$ cat src/design/mlfd_pkg.sv
// Shared types, codes and the segment lookup for the meter LCD frame decoder.
// No dependencies; imported by mlfd_decode and meter_lcd_frame_decoder_core.
`default_nettype none

package mlfd_pkg;

	localparam int FRAME_BYTES = 14;
	localparam int DIGIT_COUNT = 4;
	localparam int NIBBLES     = 2 * DIGIT_COUNT;

	localparam logic [3:0] COUNT_MAX   = 4'd15;
	localparam logic [3:0] FRAME_LEN   = 4'(FRAME_BYTES);
	localparam logic [3:0] FIRST_STORE = 4'd2;
	localparam logic [3:0] LAST_STORE  = 4'(FIRST_STORE + NIBBLES - 1);

	localparam logic       CMD_BYTE = 1'b0;
	localparam logic       CMD_GAP  = 1'b1;

	localparam logic [1:0] ST_OK       = 2'd0;
	localparam logic [1:0] ST_BAD_SEQ  = 2'd1;
	localparam logic [1:0] ST_NO_NUM   = 2'd2;

	localparam logic [3:0] CODE_L       = 4'd10;
	localparam logic [3:0] CODE_BLANK   = 4'd11;
	localparam logic [3:0] CODE_UNKNOWN = 4'd12;
	localparam logic [3:0] CODE_POINT   = 4'd13;

	typedef struct packed {
		logic       command;
		logic [7:0] byte_value;
	} in_item_t;

	typedef struct packed {
		logic [1:0]  status;
		logic [3:0]  digit_a;
		logic [3:0]  digit_b;
		logic [3:0]  digit_c;
		logic [3:0]  digit_d;
		logic [3:0]  point_mask;
		logic [13:0] mantissa;
		logic [2:0]  decimals;
	} out_item_t;

	typedef logic [3:0] nibble_t;

	// Maps a seven-segment pattern to a digit code.
	function automatic logic [3:0] seg_to_code(input logic [6:0] pattern);
		logic [3:0] code;
		unique case (pattern)
			7'h7d:   code = 4'd0;
			7'h05:   code = 4'd1;
			7'h5b:   code = 4'd2;
			7'h1f:   code = 4'd3;
			7'h27:   code = 4'd4;
			7'h3e:   code = 4'd5;
			7'h7e:   code = 4'd6;
			7'h15:   code = 4'd7;
			7'h7f:   code = 4'd8;
			7'h3f:   code = 4'd9;
			7'h68:   code = CODE_L;
			7'h00:   code = CODE_BLANK;
			default: code = CODE_UNKNOWN;
		endcase
		return code;
	endfunction

endpackage

`default_nettype wire

$ cat src/design/mlfd_decode.sv
// Combinational decode of the stored display nibbles into digit codes and a number.
// Depends on mlfd_pkg.
`default_nettype none

module mlfd_decode
	import mlfd_pkg::*;
(
	input  wire nibble_t   nibbles [NIBBLES],
	output out_item_t      decoded
);

	localparam int SLOTS = 2 * DIGIT_COUNT;

	localparam logic [1:0] PH_ZERO  = 2'd0;
	localparam logic [1:0] PH_BLANK = 2'd1;
	localparam logic [1:0] PH_PARSE = 2'd2;
	localparam logic [1:0] PH_DONE  = 2'd3;

	logic [3:0] codes [DIGIT_COUNT];
	logic [DIGIT_COUNT-1:0] points;
	logic [3:0] sym [SLOTS];
	logic [SLOTS-1:0] sym_present;

	always_comb begin
		for (int i = 0; i < DIGIT_COUNT; i++) begin
			codes[i]  = seg_to_code({nibbles[2*i][2:0], nibbles[2*i+1]});
			points[i] = nibbles[2*i][3];
			// Each digit owns two text slots: an optional point, then its character.
			sym[2*i]           = CODE_POINT;
			sym_present[2*i]   = points[i];
			sym[2*i+1]         = codes[i];
			sym_present[2*i+1] = 1'b1;
		end
	end

	always_comb begin
		logic [1:0]  phase;
		logic        point_seen;
		logic [13:0] mant;
		logic [2:0]  ndig;
		logic [2:0]  dec;
		phase      = PH_ZERO;
		point_seen = 1'b0;
		mant       = '0;
		ndig       = '0;
		dec        = '0;
		for (int k = 0; k < SLOTS; k++) begin
			if (sym_present[k]) begin
				if (phase == PH_ZERO && sym[k] != 4'd0)
					phase = PH_BLANK;
				if (phase == PH_BLANK && sym[k] != CODE_BLANK)
					phase = PH_PARSE;
				if (phase == PH_PARSE) begin
					if (sym[k] <= 4'd9) begin
						mant = {mant[10:0], 3'b000} + {mant[12:0], 1'b0} + {10'd0, sym[k]};
						ndig = ndig + 3'd1;
						if (point_seen)
							dec = dec + 3'd1;
					end else if (sym[k] == CODE_POINT && !point_seen) begin
						point_seen = 1'b1;
					end else begin
						phase = PH_DONE;
					end
				end
			end
		end

		decoded.digit_a    = codes[0];
		decoded.digit_b    = codes[1];
		decoded.digit_c    = codes[2];
		decoded.digit_d    = codes[3];
		decoded.point_mask = points;
		// A display of nothing but zeros strips to an empty text and reads as zero.
		if (phase == PH_ZERO) begin
			decoded.status   = ST_OK;
			decoded.mantissa = '0;
			decoded.decimals = '0;
		end else if (ndig == 3'd0) begin
			decoded.status   = ST_NO_NUM;
			decoded.mantissa = '0;
			decoded.decimals = '0;
		end else begin
			decoded.status   = ST_OK;
			decoded.mantissa = mant;
			decoded.decimals = dec;
		end
	end

endmodule

`default_nettype wire

$ cat src/design/meter_lcd_frame_decoder_core.sv
// A frame-ending gap transaction shows its result in the cycle after acceptance.
// Throughput: one input transaction per cycle; bytes are taken even while a result is
// stalled, a gap waits only while the single output register holds an untaken result.
// The decode of the four digits is one combinational pass into that output register.
// Reset clears the byte count, sets the sequence flag and empties the output register;
// the nibble store is not reset, a full frame always rewrites it.
`default_nettype none

module meter_lcd_frame_decoder_core
	import mlfd_pkg::*;
(
	input  wire            clk,
	input  wire            arst_n,
	input  wire            item_valid,
	output logic           item_stall,
	input  wire in_item_t  item,
	output logic           result_valid,
	input  wire            result_stall,
	output out_item_t      result
);

	logic [3:0] count_q;
	logic       seq_ok_q;
	nibble_t    nib_q [NIBBLES];
	logic       out_valid_q;
	out_item_t  out_q;

	logic       item_acc;
	logic       out_acc;
	logic       is_byte;
	logic       is_gap;
	logic       frame_done;
	logic [3:0] next_pos;
	logic [2:0] store_off;
	out_item_t  decoded;
	out_item_t  result_d;

	mlfd_decode u_decode (
		.nibbles (nib_q),
		.decoded (decoded)
	);

	assign item_stall = out_valid_q & result_stall & (item.command == CMD_GAP);
	assign item_acc   = item_valid & ~item_stall;
	assign out_acc    = out_valid_q & ~result_stall;
	assign is_byte    = item_acc & (item.command == CMD_BYTE);
	assign is_gap     = item_acc & (item.command == CMD_GAP);
	assign frame_done = is_gap & (count_q == FRAME_LEN);
	assign next_pos   = count_q + 4'd1;
	assign store_off  = next_pos[2:0] - FIRST_STORE[2:0];

	always_comb begin
		if (seq_ok_q) begin
			result_d = decoded;
		end else begin
			result_d        = '0;
			result_d.status = ST_BAD_SEQ;
		end
	end

	always_ff @(posedge clk or negedge arst_n) begin
		if (!arst_n) begin
			count_q  <= '0;
			seq_ok_q <= 1'b1;
		end else if (is_gap) begin
			count_q  <= '0;
			seq_ok_q <= 1'b1;
		end else if (is_byte && count_q != COUNT_MAX) begin
			count_q <= next_pos;
			if (item.byte_value[7:4] != next_pos)
				seq_ok_q <= 1'b0;
		end
	end

	always_ff @(posedge clk) begin
		if (is_byte && count_q != COUNT_MAX &&
		    next_pos >= FIRST_STORE && next_pos <= LAST_STORE)
			nib_q[store_off] <= item.byte_value[3:0];
	end

	always_ff @(posedge clk or negedge arst_n) begin
		if (!arst_n) begin
			out_valid_q <= 1'b0;
		end else if (frame_done) begin
			out_valid_q <= 1'b1;
		end else if (out_acc) begin
			out_valid_q <= 1'b0;
		end
	end

	always_ff @(posedge clk) begin
		if (frame_done)
			out_q <= result_d;
	end

	assign result_valid = out_valid_q;
	assign result       = out_q;

`ifndef SYNTHESIS
	a_count_saturates: assert property (@(posedge clk) disable iff (!arst_n)
		(is_byte && count_q == COUNT_MAX) |=> (count_q == COUNT_MAX))
		else $error("byte count left saturation");

	a_gap_clears: assert property (@(posedge clk) disable iff (!arst_n)
		is_gap |=> (count_q == 4'd0 && seq_ok_q))
		else $error("gap did not clear frame state");

	a_result_from_frame: assert property (@(posedge clk) disable iff (!arst_n)
		frame_done |=> result_valid)
		else $error("complete frame gave no result");

	a_no_result_short_frame: assert property (@(posedge clk) disable iff (!arst_n)
		(is_gap && count_q != FRAME_LEN && !out_valid_q) |=> !result_valid)
		else $error("result from a frame of wrong length");

	a_bad_seq_zero: assert property (@(posedge clk) disable iff (!arst_n)
		(result_valid && result.status == ST_BAD_SEQ) |->
		(result.mantissa == '0 && result.point_mask == '0 && result.digit_a == '0))
		else $error("bad sequence result carries data");
`endif

endmodule

`default_nettype wire

$ cat config.mk
export PLATFORM = sky130hd
export DESIGN_NAME = meter_lcd_frame_decoder_core
export DESIGN_NICKNAME = d
export VERILOG_FILES = /design/src/design/mlfd_pkg.sv /design/src/design/mlfd_decode.sv /design/src/design/meter_lcd_frame_decoder_core.sv
export SDC_FILE = /design/constraint.sdc
export NUM_CORES = 1
export LEC_CHECK = 0
export BUFFER_PORTS_ARGS = -buffer_cell sky130_fd_sc_hd__buf_2
export CAP_MARGIN = 20
export CORE_UTILIZATION = 44
export CTS_CLUSTER_SIZE = 24
export DETAILED_ROUTE_END_ITERATION = 8
export GPL_TIMING_DRIVEN = 1
export PLACE_DENSITY = 0.69
export SLEW_MARGIN = 15
export SYNTH_ARGS = -nofsm -noshare
export SYNTH_HDL_FRONTEND = slang
export SYNTH_SLANG_ARGS = --single-unit
$ cat constraint.sdc
create_clock -name clk -period 7.4 [get_ports clk]
set_input_delay 1.11 -clock clk [delete_from_list [all_inputs] [get_ports clk]]
set_output_delay 1.11 -clock clk [all_outputs]
set_load 0.02 [all_outputs]
Word-level counts from Yosys, hierarchy flattened
Cells that the tools add are included.
{ "totals": {"register_bits": 77} }
{ "op_classes": {"add_sub_neg": 14, "order_cmp": 8, "eq_ne": 71, "mux": 106, "n_bitwise": 12, "n_reduce_logical": 43} }
{ "ops": {"columns": ["cell", "n"], "rows": [
  ["case mux 4 bit (12 select lines)", 4],
  ["== test 7 bit (second input constant)", 20],
  ["2-to-1 mux 14 bit", 7],
  ["2-to-1 mux 2 bit", 46],
  ["== test 7 x 6 -> 1 bit (second input constant)", 12],
  ["== test 7 x 5 -> 1 bit (second input constant)", 8],
  ["2-to-1 mux 3 bit", 17],
  ["adder 14 bit", 3],
  ["adder 14 x 4 -> 14 bit", 3],
  ["bitwise mux 32 bit", 1],
  ["== test 7 x 3 -> 1 bit (second input constant)", 4],
  ["logical NOT 7 bit", 4],
  ["2-to-1 mux 1 bit", 26],
  ["== test 4 bit (second input constant)", 5],
  ["<= comparator 4 bit (second input constant)", 5],
  ["!= test 4 bit (second input constant)", 5],
  ["== test 2 x 1 -> 1 bit (second input constant)", 8],
  ["== test 2 bit (second input constant)", 8],
  ["logical AND 1 bit", 16],
  ["logical NOT 2 bit", 8],
  ["2-to-1 mux 4 bit", 4],
  ["nonzero test 4 bit", 4],
  ["adder 3 x 1 -> 3 bit (second input constant)", 5],
  ["demux 4 bit (select 3 bit)", 1],
  ["other kinds (16)", 30]
]} }

Longest topological paths before layout
Gate-level depths: netlist of the first run.
{ "depth": {"ltp_word": 70, "ltp_mapped": 29, "depth_no_buf": 28} }

Cells and area by module
A second synthesis of the first run with hierarchy kept.
{ "unflattened": {"hier_cells": 628, "area_unflattened_um2": 6203.4} }
{ "modules_own_cells": {"columns": ["module", "n_inst", "cells_per_inst", "area_each_um2", "seq_area_each_um2"], "rows": [
  ["mlfd_decode", 1, 444, 3208.1, 0.0],
  ["meter_lcd_frame_decoder_core", 1, 184, 2995.4, 2283.4]
]} }

Worst setup path before layout of the first run
Ideal clock, no wire load.
{ "synth_timing": {"path_kind": "reg-to-reg", "start": "register nib_q[27] (netlist bit)", "end": "register out_q (netlist bit result[16]) (data pin)", "setup_ns": 0.255, "t_arrival_ns": 5.969, "required_ns": 7.145, "slack_ns": 1.177, "stages_incl_launch_ff": 29, "path_buffers": 1, "period_less_slack_ns": 6.223, "cell_sequence": "edfxtp_1 -> or4b_4 -> a31oi_4 -> o211ai_1 -> or2_1 -> buf_6 -> a31o_2 -> nor2_1 -> mux2i_1 -> inv_1 -> fa_1 -> inv_1 -> fa_1 -> a21oi_1 -> nor2_1 -> nor2_1 -> xnor2_1 -> o21ai_0 -> ha_1 -> ha_1 -> a21oi_1 -> o21ai_0 -> a21oi_1 -> nor2b_1 -> o21a_1 -> nor4_1 -> nor3_1 -> xnor2_1 -> and2_1"} }
{ "synth_via": {"elab_chain_len": 67, "elab_cells_between_ends": 136, "cone_classes": "add/sub: 9; order compare: 1; eq/ne: 27; mux: 73; reduce/logical: 26"} }
{ "synth_rtl": {"columns": ["element", "line_no", "source"], "rows": [
  ["from (decl)", "meter_lcd_frame_decoder_core.sv:24", "nibble_t nib_q [NIBBLES];"],
  ["from (signal, indexed assignment)", "meter_lcd_frame_decoder_core.sv:78", "nib_q[store_off] <= item.byte_value[3:0];"],
  ["== test 7 bit, or another cell as far along", "mlfd_pkg.sv:49", "unique case (pattern)"],
  ["case mux 4 bit (12 select lines) (*)", "mlfd_pkg.sv:49", null],
  ["nonzero test 4 bit", "mlfd_decode.sv:49", "if (phase == PH_ZERO && sym[k] != 4'd0)"],
  ["logical AND 1 bit", "mlfd_decode.sv:49", null],
  ["2-to-1 mux 2 bit", "mlfd_decode.sv:49", null],
  ["== test 2 x 1 -> 1 bit", "mlfd_decode.sv:51", "if (phase == PH_BLANK && sym[k] != CODE_BLANK)"],
  ["logical AND 1 bit", "mlfd_decode.sv:51", null],
  ["2-to-1 mux 2 bit", "mlfd_decode.sv:51", null],
  ["(+51 left out)", null, null],
  ["== test 2 x 1 -> 1 bit", "mlfd_decode.sv:51", null],
  ["logical AND 1 bit", "mlfd_decode.sv:51", null],
  ["2-to-1 mux 2 bit", "mlfd_decode.sv:51", null],
  ["2-to-1 mux 2 bit", "mlfd_decode.sv:59", "end else if (sym[k] == CODE_POINT && !point_seen) begin"],
  ["2-to-1 mux 2 bit", "mlfd_decode.sv:54", "if (sym[k] <= 4'd9) begin"],
  ["2-to-1 mux 2 bit", "mlfd_decode.sv:53", "if (phase == PH_PARSE) begin"],
  ["logical NOT 2 bit", "mlfd_decode.sv:74", "if (phase == PH_ZERO) begin"],
  ["OR reduction 3 bit (no line)", null, null],
  ["to (signal assigned)", "meter_lcd_frame_decoder_core.sv:93", "out_q <= result_d;"],
  ["to (decl)", "meter_lcd_frame_decoder_core.sv:26", "out_item_t out_q;"]
]} }
Every way passes the cells marked *; elsewhere a longest branch is shown, timed or not. The select of a mux whose other input is x is not followed.
A chain may end at the register's enable or synchronous reset.

Final worst setup path of the first run
Ends and elaborated chain as after synthesis.

==> flow_metrics.env, run 1 <==
export IMPL_worst_setup_path_end_kind="flip-flop"
export IMPL_grt_setup_unrepaired="false"
export IMPL_diodes=0
export IMPL_synth_ff_type="edfxtp_1"
export IMPL_comb_power_share_pct=9.8
export IMPL_maxSlewViolCount=0
export IMPL_synth_nets=691
export IMPL_wl_mm=13.2
export IMPL_clk_path_buf_depth=2
export IMPL_synth_edf_count=71
export IMPL_cts_setup_buffers=0
export IMPL_timing_final_crit_share_pct=93.4
export IMPL_wl_per_cell_um=15.8
export IMPL_yosys_warnings=0
export IMPL_grt_use_met2_pct=34.2
export IMPL_worst_path_buf_inv=2
export IMPL_drt_antenna_violating_nets=0
export IMPL_dp_hpwl_mm=10.1
export IMPL_hold_class="flip-flop to flip-flop"
export IMPL_grt_pass1_vias=4687
export IMPL_cts_root_buf="clkbuf_16"
export IMPL_drive_above_1_share_pct=15.0
export IMPL_hold_violations=0
export IMPL_run_status="completed"
export IMPL_clock_latency_ps=350
export IMPL_multiInputGateArea_um2=3560
export IMPL_first_pass_iters=5
export IMPL_path_clk_slew_ps=60
export IMPL_busiest_layer="met2"
export IMPL_cts_buffers=9
export IMPL_grtUsageTotal_pct=19.7
export IMPL_place_gp_congestion=0.891
export IMPL_tightest_slew_ps=1020
export IMPL_drc=0
export IMPL_routed_via_density=5.77
export IMPL_row_count=42
export IMPL_seq_area_um2=2280
export IMPL_io_buffers=53
export IMPL_p_switching_uw=259
export IMPL_ys_seq_elements=77
export IMPL_die_h_um=119
export IMPL_worst_ep_required_time_ps=7510
export IMPL_maxCapViolCount=0
export IMPL_area_delta_synth_final_pct=11.1
export IMPL_crit_family="compound AO/OA/AOI/OAI gates"
export IMPL_ys_async_sr_fraction_pct=7.79
export IMPL_cts_sinks=77
export IMPL_path_class="flip-flop to flip-flop"
export IMPL_critPathMaxFanout=13
export IMPL_ir_drop_v=0.000118
export IMPL_avgSynthCellArea_um2=9.81
export IMPL_grt_max_degree=41
export IMPL_setup_tns_ps=0
export IMPL_die_w_um=119
export IMPL_antenna_found_initial=0
export IMPL_core_area_um2=13300
export IMPL_skew_ps=9.30
export IMPL_htree_levels=3
export IMPL_layout_min_cycle_time_ps=6910
export IMPL_use_met3_pct=3.30
export IMPL_clkPwrFrac_pct=41.9
export IMPL_holdWs_ps=533
export IMPL_fill_cells=1237
export IMPL_slowest_stage="or4b_4"
export IMPL_route_vias_total=4820
export IMPL_ys_seq_area_share_pct=37.7
export IMPL_post_route_util_pct=50.4
export IMPL_max_stage_delay_ps=620
export IMPL_fmax_ghz=0.145
export IMPL_cts_tree="built"
export IMPL_grt_use_met1_pct=24.1
export IMPL_drt_iter0_markers=412
export IMPL_dieArea_um2=14200
export IMPL_ioPinCount=54
export IMPL_critPathLaunchType="flip-flop"
export IMPL_critPathArrivalTime_ps=7020
export IMPL_start_util_pct=45.4
export IMPL_power_internal_uw=797
export IMPL_switching_share_pct=24.5
export IMPL_p_leak_nw=2.59
export IMPL_synth_area_um2=6060
export IMPL_powerDensity_nw_per_um2=157
export IMPL_setup_viol=0
export IMPL_slew_headroom_pct=31.9
export IMPL_synthDistinctLibCells=78
export IMPL_seq_power_share_pct=48.2
export IMPL_syn_inst=618
export IMPL_grt_pass1_wl_mm=22.4
export IMPL_overflow=0
export IMPL_final_nets=728
[final cells by class]
cell class | count | area share [%]
Timing Repair Buffer | 56 | 4.27
Sequential cell | 77 | 33.9
Tap cell | 176 | 3.27
Inverter | 23 | 1.28
Clock inverter | 5 | 0.762
Multi-Input combinational cell | 488 | 52.9
Clock buffer | 11 | 3.61
[cells in the mapped netlist (5+ instances only)]
master | instances | area [µm²]
xnor2_1 | 27 | 236
o211ai_1 | 5 | 37.5
nand3b_1 | 6 | 45.0
nand2_1 | 34 | 128
o21a_1 | 6 | 45.0
and4_1 | 6 | 52.6
nor2_1 | 65 | 244
a21o_1 | 12 | 90.1
nand2b_1 | 8 | 50.1
a21oi_1 | 27 | 135
buf_2 | 11 | 55.1
nand4_1 | 9 | 56.3
nor4b_1 | 5 | 43.8
mux2i_1 | 12 | 120
and3_1 | 5 | 31.3
inv_1 | 23 | 86.3
and2_1 | 14 | 87.6
clkbuf_1 | 15 | 56.3
xor2_1 | 10 | 87.6
nor3_1 | 22 | 110
nor2b_1 | 6 | 37.5
fa_1 | 6 | 120
ha_1 | 54 | 676
edfxtp_1 | 71 | 2130
nand3_1 | 21 | 105
dfrtp_1 | 5 | 125
nor4_1 | 8 | 50.1
o21ai_0 | 30 | 150
nor3b_1 | 5 | 37.5
mux2_2 | 11 | 124
a211oi_1 | 7 | 52.6
[kinds of logic (layout without fill, tap and decap cells)]
family	after synthesis	count (layout)	share of synthesized area (%)
AOI/OAI and AO/OA	130	130	14.7
xor gates and xnor gates	37	37	5.35
adders and majority gates	60	60	13.1
buffers and inverters	53	95	3.88
DFF	77	77	37.7
muxes	24	24	4.27
and+or+nand+nor	237	237	21.0
[sequential cells by signal, summed over array words and instances, names as in the netlist]
signal        count
nib_q            32
count_q           4
result_valid      1
seq_ok_q          1
result           39
[power groups by stage]
stage	logic [mW]	registers [mW]	clock network [mW]
finish	0.104	0.509	0.443
global route	0.118	0.512	0.468
CTS	0.105	0.509	0.451
detailed placement	0.104	0.518	0
global placement	0.100	0.517	0
floorplan	0.0857	0.505	0
[per-stage QoR]
step	area (µm²)	power, mW	instances	worst slack, ps
global placement	6410	0.617	819	620
finish	6730	1.06	836	489
CTS	6710	1.06	835	278
floorplan	6060	0.591	618	1180
global route	6730	1.10	836	86.1
detailed placement	6410	0.622	819	290
[what timing repair did]
| item | 4_1_cts | 5_1_grt |
|---|---|---|
| resized for setup | 0 | 5 |
| hold buffers | 0 | 0 |
| endpoints found under the hold margin | 0 | 0 |
| setup endpoints to repair | 0 | 2 |
[metal layers]
metal | routed length (µm) | share of wire (%) | vias to the layer above
met5 | 0 | 0 | -
met4 | 248 | 1.9 | 0
met3 | 560 | 4.2 | 22
met2 | 6660 | 50 | 121
met1 | 5770 | 44 | 2291
li1 | - | - | 2386
[worst reg2reg max path, delay by kind of cell, from the launching register on]
kind,cells,cell delay (ps)
flops,1,550
simple gates,7,1810
fa+ha+maj,4,1310
xor+xnor,2,230
mux,1,400
buf+inv,2,210
compound gates,10,2180
[cells in the final DEF (no fill, tap or decap), types with 6 or more instances in the layout]
| cell type | count |
|---|---|
| nor4_1 | 8 |
| a21oi_1 | 27 |
| nor2b_1 | 6 |
| mux2i_1 | 11 |
| o21a_1 | 6 |
| nand3_1 | 21 |
| fa_1 | 6 |
| inv_1 | 23 |
| buf_2 | 53 |
| and2_1 | 14 |
| nand2b_1 | 8 |
| nand3b_1 | 6 |
| nor2_1 | 64 |
| a211oi_1 | 7 |
| xor2_1 | 10 |
| mux2_2 | 11 |
| o21ai_0 | 29 |
| xnor2_1 | 27 |
| edfxtp_1 | 71 |
| nand2_1 | 34 |
| nand4_1 | 9 |
| nor3_1 | 22 |
| a21o_1 | 12 |
| ha_1 | 54 |
| clkbuf_16 | 9 |
[path summary, 6_finish.rpt]
kind                               from      endpoint  slack, ps  depth (start not counted)
max reg2reg                   nib_q[27]    result[16]        490                         26
max                           nib_q[27]    result[16]        490                         26
min in group asynchronous        arst_n    count_q[0]        580                          1
min                        result_valid  result_valid        530                          1
min reg2reg                result_valid  result_valid        530                          1
max in group asynchronous        arst_n      seq_ok_q       6600                          1
Power figures use the tool's default switching activity.
==> run 2: changes to the inputs <==
--- a/config.mk
+++ b/config.mk
@@ -10,2 +10,3 @@
 export CORE_UTILIZATION = 44
+export CTS_CLUSTER_DIAMETER = 120
 export CTS_CLUSTER_SIZE = 24
==> constraint.sdc (replaced) <==
create_clock -name clk -period 7.4 [get_ports clk]
set_input_delay 0.37 -clock clk [delete_from_list [all_inputs] [get_ports clk]]
set_output_delay 0.37 -clock clk [all_outputs]
set_load 0.02 [all_outputs]
==> run 2 against run 1 <==
Compared with the run above: die area unchanged; sequential power about the same; global-route usage about the same; sequential share of layout area down 0.050 points; first-iteration DRC count down 11%; clock-buffer cell count unchanged; final cell count up 0.12%; largest cell class unchanged.
==> flow_metrics.env, run 2 (same netlist as run 1, synthesis figures left out) <==
export IMPL_run_status="completed"
export IMPL_htree_levels=3
export IMPL_worst_setup_path_end_kind="flip-flop"
export IMPL_clk_path_buf_depth=2
export IMPL_maxSlewViolCount=0
export IMPL_final_nets=729
export IMPL_first_pass_iters=5
export IMPL_dieArea_um2=14200
export IMPL_largest_reg_flops=39
export IMPL_path_clk_slew_ps=60
export IMPL_route_vias_total=4824
export IMPL_cts_tree="built"
export IMPL_hold_violations=0
export IMPL_fmax_ghz=0.144
export IMPL_overflow=0
export IMPL_tightest_slew_ps=1020
export IMPL_critPathMaxFanout=13
export IMPL_grt_max_degree=41
export IMPL_fin_area_um2=6740
export IMPL_p_total_mw=1.06
export IMPL_reg2reg_slack_ps=480
export IMPL_post_route_util_pct=50.5
export IMPL_wl_per_cell_um=15.8
export IMPL_critPathLaunchType="flip-flop"
export IMPL_layout_cells_non_filler=837
export IMPL_place_inst=819
export IMPL_grt_pass1_wl_mm=22.4
export IMPL_setup_tns_ps=0
export IMPL_clock_latency_ps=350
export IMPL_layout_min_cycle_time_ps=6920
export IMPL_area_delta_synth_final_pct=11.3
export IMPL_cts_buffers=9
export IMPL_drive_above_1_share_pct=15.0
export IMPL_crit_family="compound AO/OA/AOI/OAI gates"
export IMPL_slowest_stage="or4b_4"
export IMPL_diodes=0
export IMPL_multiInputGateArea_um2=3560
export IMPL_ir_drop_v=0.000118
export IMPL_core_area_um2=13300
export IMPL_dpl_cell_area_um2=6410
export IMPL_path_class="flip-flop to flip-flop"
export IMPL_place_gp_congestion=0.891
export IMPL_setup_viol=0
export IMPL_cts_sinks=77
export IMPL_fill_cells=1237
export IMPL_drt_iter0_markers=367
export IMPL_wl_mm=13.2
export IMPL_powerDensity_nw_per_um2=157
export IMPL_row_count=42
export IMPL_hold_class="input port to flip-flop"
export IMPL_dp_hpwl_mm=10.1
export IMPL_grt_pass1_vias=4699
export IMPL_die_w_um=119
export IMPL_drt_antenna_violating_nets=0
export IMPL_slew_headroom_pct=31.9
export IMPL_antenna_found_initial=0
export IMPL_seq_area_um2=2280
export IMPL_die_h_um=119
export IMPL_drc=0
export IMPL_grt_setup_unrepaired="false"
export IMPL_timing_final_crit_share_pct=93.5
export IMPL_routed_via_density=5.76
export IMPL_ioPinCount=54
export IMPL_critPathArrivalTime_ps=7030
export IMPL_io_buffers=53
export IMPL_p_leak_nw=2.59
export IMPL_start_util_pct=45.4
export IMPL_cts_root_buf="clkbuf_16"
export IMPL_max_stage_delay_ps=620
export IMPL_final_cell_mix="edfxtp_1 (71), nor2_1 (64), ha_1 (54)"
export IMPL_grtUsageTotal_pct=19.8
export IMPL_worst_path_buf_inv=2
export IMPL_layout_commonest_cell="edfxtp_1"
export IMPL_worst_ep_required_time_ps=7510
export IMPL_maxCapViolCount=0
export IMPL_skew_ps=9.50
## run 2: cell count changes in the layout (fill, tap and decap cells not counted), sizes merged
cell / change
dlygate4sd3: +1
## run 2: what timing repair did
action | CTS | global route
gates resized for setup | 0 | 5
hold buffers | 1 | 0
endpoints found under the hold margin | 5 | 0
endpoints found under the setup margin | 0 | 2
buffers inserted | 0 | 0
## run 2: final cells by class
type,instances,share of cell area (%)
inverter,23,1.28
multi-input combinational,488,52.8
timing repair buffer,57,4.42
clock buffer,11,3.60
clock inverter,5,0.761
sequential,77,33.9
tap,176,3.27
## run 2: layer usage
layer / vias up / track usage [%] / share of wire [%]
li1: 2387 / - / -
met1: 2294 / 24.1 / 44
met2: 121 / 34.3 / 50
met3: 22 / 3.30 / 4.0
met4: 0 / 8.52 / 1.9
met5: - / 0 / 0
## run 2: path summary, 6_finish.rpt
kind / endpoint / startpoint / depth (start not counted)
worst max-delay path: result[16] / nib_q[27] / 26
worst min-delay path: result_valid / result_stall / 2
worst max register to register: result[16] / nib_q[27] / 26
worst min register to register: result_valid / result_valid / 1
max in group asynchronous: seq_ok_q / arst_n / 2
min in group asynchronous: count_q[0] / arst_n / 2
## run 2: metrics by stage
stage	hold WS, ps	setup slack, ps
final	268	479
after global routing	283	86.1
after CTS	266	278
after detailed placement	200	290
after global placement	197	620
after floorplan	74.4	1180
## run 2: power breakdown
part           total, mW  switching, mW  internal [mW]  leakage (nW)
logic              0.105         0.0627         0.0418          1.78
clock network      0.442          0.174          0.268         0.143
registers          0.509         0.0213          0.488         0.676
total               1.06          0.258          0.798          2.59
## run 2: worst register-to-register path, cell delays in order (launching register included)
cell and delay, ps:
edfxtp_1 550, or4b_4 620, a31oi_4 250, o211ai_1 130, or2_1 350, a31o_2 300, nor2_4 200, mux2_2 400
inv_1 90, fa_1 420, inv_1 120, ha_1 240, a21o_1 150, a21oi_1 250, o21bai_1 100, a21oi_1 230
xor2_1 90, o21ai_0 360, ha_1 310, ha_1 340, a21oi_1 220, nor2b_1 80, o21a_1 190, nor4_1 270
nor3_1 140, xnor2_1 140, and2_1 150
==> run 3: changes to the inputs <==
- PLACE_DENSITY: 0.69 -> 0.71
- clock period: 7.4 -> 6.24 ns (I/O delays scaled with it)
==> run 3 against run 2 <==
Compared with the run above: register-to-register slack lost 290 ps; critical path depth shrank 1; non-clock buffer count grew 42; sequential share of layout area shrank 2.1 points; final area grew 6.6%; die area is the same; critical endpoint unchanged; combinational power grew 30%; sequential cell count is the same; critical path type unchanged; clock skew shrank 0.97 ps; clock power grew 17%.
==> flow_metrics.env, run 3 (same netlist as run 1, synthesis figures left out) <==
export IMPL_maxSlewViolCount=0
export IMPL_critPathArrivalTime_ps=6150
export IMPL_die_h_um=119
export IMPL_worst_ep_required_time_ps=6340
export IMPL_path_clk_slew_ps=60
export IMPL_wl_per_cell_um=15.9
export IMPL_final_cell_mix="edfxtp_1 (71), nor2_1 (62), buf_2 (53)"
export IMPL_grt_pass1_vias=4710
export IMPL_cts_buffers=9
export IMPL_drc=0
export IMPL_ir_drop_v=0.000127
export IMPL_row_count=42
export IMPL_path_common_cell="ha_1"
export IMPL_final_nets=771
export IMPL_largest_reg_flops=39
export IMPL_powerDensity_nw_per_um2=174
export IMPL_holdWs_ps=195
export IMPL_cts_tree="built"
export IMPL_dieArea_um2=14200
export IMPL_dp_hpwl_mm=10.2
export IMPL_run_status="completed"
export IMPL_p_leak_nw=2.82
export IMPL_drt_iter0_markers=353
export IMPL_hold_violations=0
export IMPL_htree_levels=3
export IMPL_first_pass_iters=5
export IMPL_maxCapViolCount=0
export IMPL_wl_mm=14.0
export IMPL_io_buffers=53
export IMPL_cts_sinks=77
export IMPL_fmax_ghz=0.165
export IMPL_drive_above_1_share_pct=23.5
export IMPL_place_inst=845
export IMPL_path_class="flip-flop to flip-flop"
export IMPL_setup_tns_ps=0
export IMPL_overflow=0
export IMPL_clk_path_buf_depth=2
export IMPL_start_util_pct=45.4
export IMPL_ioPinCount=54
export IMPL_route_vias_total=5044
export IMPL_hold_class="input port to flip-flop"
export IMPL_antenna_found_initial=0
export IMPL_area_delta_synth_final_pct=18.6
export IMPL_place_gp_congestion=0.900
export IMPL_cts_root_buf="clkbuf_16"
export IMPL_max_stage_delay_ps=570
export IMPL_clock_latency_ps=350
export IMPL_worst_setup_path_end_kind="flip-flop"
export IMPL_finalWorstSetupSlack_ps=192
export IMPL_grtUsageTotal_pct=19.9
export IMPL_grt_max_degree=41
export IMPL_routed_via_density=5.74
export IMPL_diodes=0
export IMPL_dpl_cell_area_um2=6610
export IMPL_critPathLaunchType="flip-flop"
export IMPL_layout_commonest_cell="edfxtp_1"
export IMPL_die_w_um=119
export IMPL_tightest_slew_ps=1060
export IMPL_critPathMaxFanout=7
export IMPL_core_area_um2=13300
export IMPL_fin_area_um2=7190
export IMPL_layout_min_cycle_time_ps=6050
export IMPL_post_route_util_pct=53.9
export IMPL_fill_cells=1159
export IMPL_grt_setup_unrepaired="true"
export IMPL_p_total_mw=1.25
export IMPL_drt_antenna_violating_nets=0
export IMPL_layout_cells_non_filler=879
export IMPL_setup_viol=0
export IMPL_timing_final_crit_share_pct=96.9
export IMPL_grt_pass1_wl_mm=22.4
export IMPL_slowest_stage="fa_1"
export IMPL_dp_slack_ps=-66.1
export IMPL_skew_ps=8.53
export IMPL_slew_headroom_pct=29.1
[run 3: changes by cell type in the layout (fill, tap and decap cells not counted), moves of 3 or more]
cell     delta
ha_1        -3
o21ai_0     -5
buf_4      +41
a21oi_2     +7
a21oi_1     -7
ha_4        +3
o21ai_1     +4
[run 3: critical path: cells and delay by family (launching register included)]
family / cells / cell delay [ps]
DFF: 1 / 500
muxes: 1 / 320
adders and majority gates: 6 / 2310
buffers and inverters: 2 / 270
and+or+nand+nor: 9 / 1260
AOI/OAI and AO/OA: 5 / 850
xor gates and xnor gates: 2 / 300
[run 3: what timing repair did]
action,in CTS,in global routing
hold endpoints to repair,6,0
endpoints found under the setup margin,2,4
setup buffers,1,15
hold buffers,1,0
gates resized for setup,3,34
pin swaps,0,6
[run 3: worst paths after layout]
kind                               from           end  slack [ps]  cells after the start
max                           nib_q[19]    result[16]         190                     25
min                        result_stall  result_valid         200                      2
max reg2reg                   nib_q[19]    result[16]         190                     25
min reg2reg                result_valid  result_valid         530                      1
max in group asynchronous        arst_n      seq_ok_q        5710                      2
min in group asynchronous        arst_n    count_q[0]         300                      2
[run 3: area by class of cell]
class,instances,area (µm²),area share (%)
inverter,23,86.3,1.20
tap,176,220,3.06
timing repair buffer,99,611,8.49
clock inverter,7,65.1,0.905
sequential,77,2280,31.8
multi-input combinational,488,3700,51.4
clock buffer,9,225,3.13
[run 3: metal layers]
layer	share of wire (%)	vias up	global-route usage, %
li1	-	2478	-
met4	2.4	0	8.05
met2	51	149	34.6
met5	0	-	0
met1	42	2391	23.9
met3	5.0	26	3.83
[run 3: power by group]
part | switching (mW) | internal [mW]
registers | 0.0219 | 0.579
logic | 0.0809 | 0.0549
clock network | 0.209 | 0.307
total | 0.312 | 0.941
